File: src/rtl/core/extent_free_list_allocator_macros.svh
// ----------------------------------------------------------------------------
// Assertion macros for the extent free list allocator
// Concurrent assertion wrappers that can be compiled out with ASSERT_OFF.
// ----------------------------------------------------------------------------
`ifndef EXTENT_FREE_LIST_ALLOCATOR_MACROS_SVH
`define EXTENT_FREE_LIST_ALLOCATOR_MACROS_SVH

`ifndef ASSERT_OFF
`define EFLA_ASSERT_SAME(lbl, clk, rst_n, ante, cons, msg) \
	lbl: assert property (@(posedge clk) disable iff (!rst_n) (ante) |-> (cons)) \
		else $error(msg);
`define EFLA_ASSERT_NEXT(lbl, clk, rst_n, ante, cons, msg) \
	lbl: assert property (@(posedge clk) disable iff (!rst_n) (ante) |=> (cons)) \
		else $error(msg);
`else
`define EFLA_ASSERT_SAME(lbl, clk, rst_n, ante, cons, msg)
`define EFLA_ASSERT_NEXT(lbl, clk, rst_n, ante, cons, msg)
`endif

`endif

File: src/rtl/core/efla_ram.sv
// ----------------------------------------------------------------------------
// Generic single-port-write RAM
// One write port and one read port with registered read data.
// ----------------------------------------------------------------------------
module efla_ram #(
	parameter int WIDTH = 96,
	parameter int DEPTH = 16
) (
	input  logic                                   clk,
	input  logic                                   we,
	input  logic [((DEPTH > 1) ? $clog2(DEPTH) : 1)-1:0] waddr,
	input  logic [WIDTH-1:0]                       wdata,
	input  logic [((DEPTH > 1) ? $clog2(DEPTH) : 1)-1:0] raddr,
	output logic [WIDTH-1:0]                       rdata
);
	logic [WIDTH-1:0] mem_q [DEPTH];

	always_ff @(posedge clk) begin
		if (we) begin
			mem_q[waddr] <= wdata;
		end
		rdata <= mem_q[raddr];
	end
endmodule

File: config.mk
export PLATFORM = sky130hd
export DESIGN_NAME = efla_ram
export DESIGN_NICKNAME = d
export VERILOG_FILES = /design/src/rtl/core/extent_free_list_allocator_macros.svh /design/src/rtl/core/efla_ram.sv
export SDC_FILE = /design/constraint.sdc
export NUM_CORES = 1
export LEC_CHECK = 0
export CORE_AREA = 2 2 359 361
export CTS_CLUSTER_DIAMETER = 200
export CTS_CLUSTER_SIZE = 16
export DETAILED_ROUTE_END_ITERATION = 7
export DIE_AREA = 0 0 361 363
export DONT_BUFFER_PORTS = 1
export PLACE_DENSITY = 0.7
export SLEW_MARGIN = 10
export SYNTH_ARGS = -nofsm -noshare
export SYNTH_HDL_FRONTEND = slang
export SYNTH_SLANG_ARGS = --single-unit
File: constraint.sdc
create_clock -name clk -period 24.3 [get_ports clk]
set_input_delay 3.645 -clock clk [delete_from_list [all_inputs] [get_ports clk]]
set_output_delay 3.645 -clock clk [all_outputs]
set_load 0.1 [all_outputs]
==> results.yml <==
clocking:
  numCtsBuffers: 111
  ctsHoldBuffers: 0
  cts_resized: 0
  cts.sinks: 1632
  cts_tree: "built"
  root_buffer: "clkbuf_16"
  htree_levels: 3
  post_cts_buffers: 0
  cts_buffer_depth: 3
  clock_latency_ns: 0.72
  cts.clk_slew.worst_paths_ns: 0.07
cells_and_area:
  fill_cells: 9554
  final_common_cell: "edfxtp_1"
  drive_above_1_share: 0.219
  finalNetCount: 2594
  syn_to_final_growth_pct: 8.60
  mostFrequentLayoutCells: "edfxtp_1, mux4_2, a22oi_1"
sta:
  fin_skew_ns: 0.0273
  hold_slack_ns: 0.668
  tns_ns: 0
  hold_viol_final: 0
  fmax_ghz: 0.178
  min_period_over_period: 0.231
  final-setup-viol-count: 0
  grt_setup_unrepaired: "no"
  tightest_slew_ns: 1.48
  period_needed_ns: 5.61
  relSlewSlack: 0.0127
  drv_slew: 0
global_routing:
  overflow: 0
  grt_max_degree: 385
  grt_pass1_wl_um: 179000
  antenna_found_initial: 0
  grt_pass1_vias: 26600
  grt_usage: 0.186
routing:
  drt_iter0_drc: 2743
  vias_per_cell: 5.95
  wl_per_cell_um: 28.6
  remaining_drc_errors: 0
  vias: 25300
  dr.pass1.iters: 5
  antenna_left: 0
  drt_wl_total_um: 121000
setup_path:
  slowest_stage: "buf_4"
  rr_worst_depth: 3
  crit_chain: "nand3b_1 > nor2_4 > buf_12 > buf_4"
  r2r_start: "mem_q[14][15]"
  path_max_fanout: 62
  max_stage_delay_ns: 0.92
  crit_type: "in2reg"
  worst_setup_path_start_kind: "input port"
  regToRegSetupSlack_ns: 22.84
  cp.required_ns: 24.61
  critPathArrivalTime_ns: 5.92
  crit_path_end_kind: "flop"
  r2r-end: "rdata[15]"
job:
  cap_violations: 0
run_status:
  status: "completed"
synth:
  synth.avg_cell_area_um2: 24.1
  postSynthCellCount: 2460
  synth_top_area_cell: "edfxtp_1"
  syn_area_um2: 59400
  yosysTopAreaCellShare: 0.777
  synth_seq_cells: 1632
  synth_fp_nets: 2566
  synth_cell_types: 18
  netlist_top_cells_area: "edfxtp_1, mux4_2, dfxtp_1, a22oi_1, nand2_1"
  yosys_warnings: 0
  yosysSeqAreaShare: 0.809
power_and_ir_drop:
  swShare: 0.216
  leakage_nw: 19.7
  seqPwrFrac: 0.631
  power.internal_mw: 4.12
  p_sw_mw: 1.13
  vdd_ir_drop_max_v: 0.0000692
  clkPwrFrac: 0.337
  combPwrFrac: 0.032
  power_density_nw_per_um2: 81.4
hold_path:
  hold_path.class: "reg2reg"
  hold_end: "rdata[16]"
  min_from: "mem_q[12][16]"
  min_path_cells: 3
die:
  dieHeight_um: 363
  io_pins: 202
  die_area_um2: 131000
  core_um2: 127000
  rows: 131
  fp.dieW_um: 361
  initial_utilization: 0.467
placement:
  place.gp.congestion: 0.727
  hpwl_um: 64500
  io_buffers: 0
[sequential cells by signal, indices dropped and copies added, names as in the netlist]
name   count
rdata     96
mem_q   1536
[layout make-up]
cell class / count / area [µm²] / share of cell area
clock buffers: 205 / 3170 / 0.0492
well taps: 1662 / 2080 / 0.0323
multi-input cells: 699 / 10700 / 0.166
flip-flops and latches: 1632 / 48000 / 0.745
clock inverters: 5 / 81.3 / 0.00126
repair buffers: 44 / 363 / 0.00563
diodes: 1 / 2.50 / 0.0000388
[metal layers]
layer,GRT usage,vias to the layer above,wire [µm]
met5,0,-,0
met4,0.0464,0,2750
met3,0.0421,146,8450
met2,0.320,799,63100
met1,0.240,13800,47100
li1,-,10500,-
[critical path, delay by kind of cell]
kind                   cells  cell delay, ns
buffers and inverters      2            1.17
AND/OR/NAND/NOR            2            0.99
[power groups by stage]
stage / clock network [mW] / logic, mW / registers [mW]
after floorplan: 0 / 0.150 / 3.36
after global placement: 0 / 0.165 / 3.37
after detailed placement: 0 / 0.167 / 3.37
after CTS: 1.81 / 0.168 / 3.31
after global routing: 1.91 / 0.178 / 3.31
final: 1.77 / 0.168 / 3.31
[how the worst max path moves through the flow]
| stage | cells after the start | startpoint | slack, ns | end |
|---|---|---|---|---|
| floorplan | 2 | waddr[2] | 12.98 | mem_q[0][0] |
| finish | 4 | waddr[2] | 18.69 | mem_q[11][43] |
| CTS | 3 | waddr[2] | 18.27 | mem_q[11][43] |
| global placement | 3 | waddr[2] | 17.57 | mem_q[11][2] |
| detailed placement | 3 | waddr[2] | 17.49 | mem_q[11][49] |
| global route | 4 | waddr[2] | 18.64 | mem_q[11][25] |
[cells in the mapped netlist]
| cell type | n |
|---|---|
| dfxtp_1 | 96 |
| nand2b_1 | 2 |
| clkbuf_1 | 46 |
| buf_4 | 19 |
| nand3_1 | 1 |
| buf_6 | 21 |
| and2_1 | 1 |
| nor2_1 | 13 |
| buf_1 | 32 |
| nand3b_1 | 2 |
| nor2b_1 | 2 |
| buf_2 | 11 |
| a22oi_1 | 192 |
| nand2_1 | 97 |
| or3b_2 | 1 |
| mux4_2 | 384 |
| edfxtp_1 | 1536 |
| nor3_1 | 4 |
[through the flow]
| stage | instances | power, mW | setup WS, ns | util | cell area, µm² |
|---|---|---|---|---|---|
| 2_1_floorplan | 2460 | 3.51 | 12.98 | - | 59400 |
| 3_3_place_gp | 4035 | 3.54 | 17.57 | 0.481 | 61200 |
| 3_5_place_dp | 4035 | 3.54 | 17.49 | 0.481 | 61200 |
| 4_1_cts | 4245 | 5.29 | 18.27 | 0.507 | 64400 |
| 5_1_grt | 4247 | 5.40 | 18.64 | 0.507 | 64500 |
| 6_report | 4248 | 5.25 | 18.69 | 0.507 | 64500 |
[cells by family after synthesis]
logic type             after synthesis  share of synthesized area
flip-flops                        1632                      0.809
AND/OR/NAND/NOR                    123                    0.00831
multiplexers                       384                      0.146
buffers and inverters              129                     0.0122
AO/OA/AOI/OAI                      192                     0.0243
(Power assumes the default switching activity.)
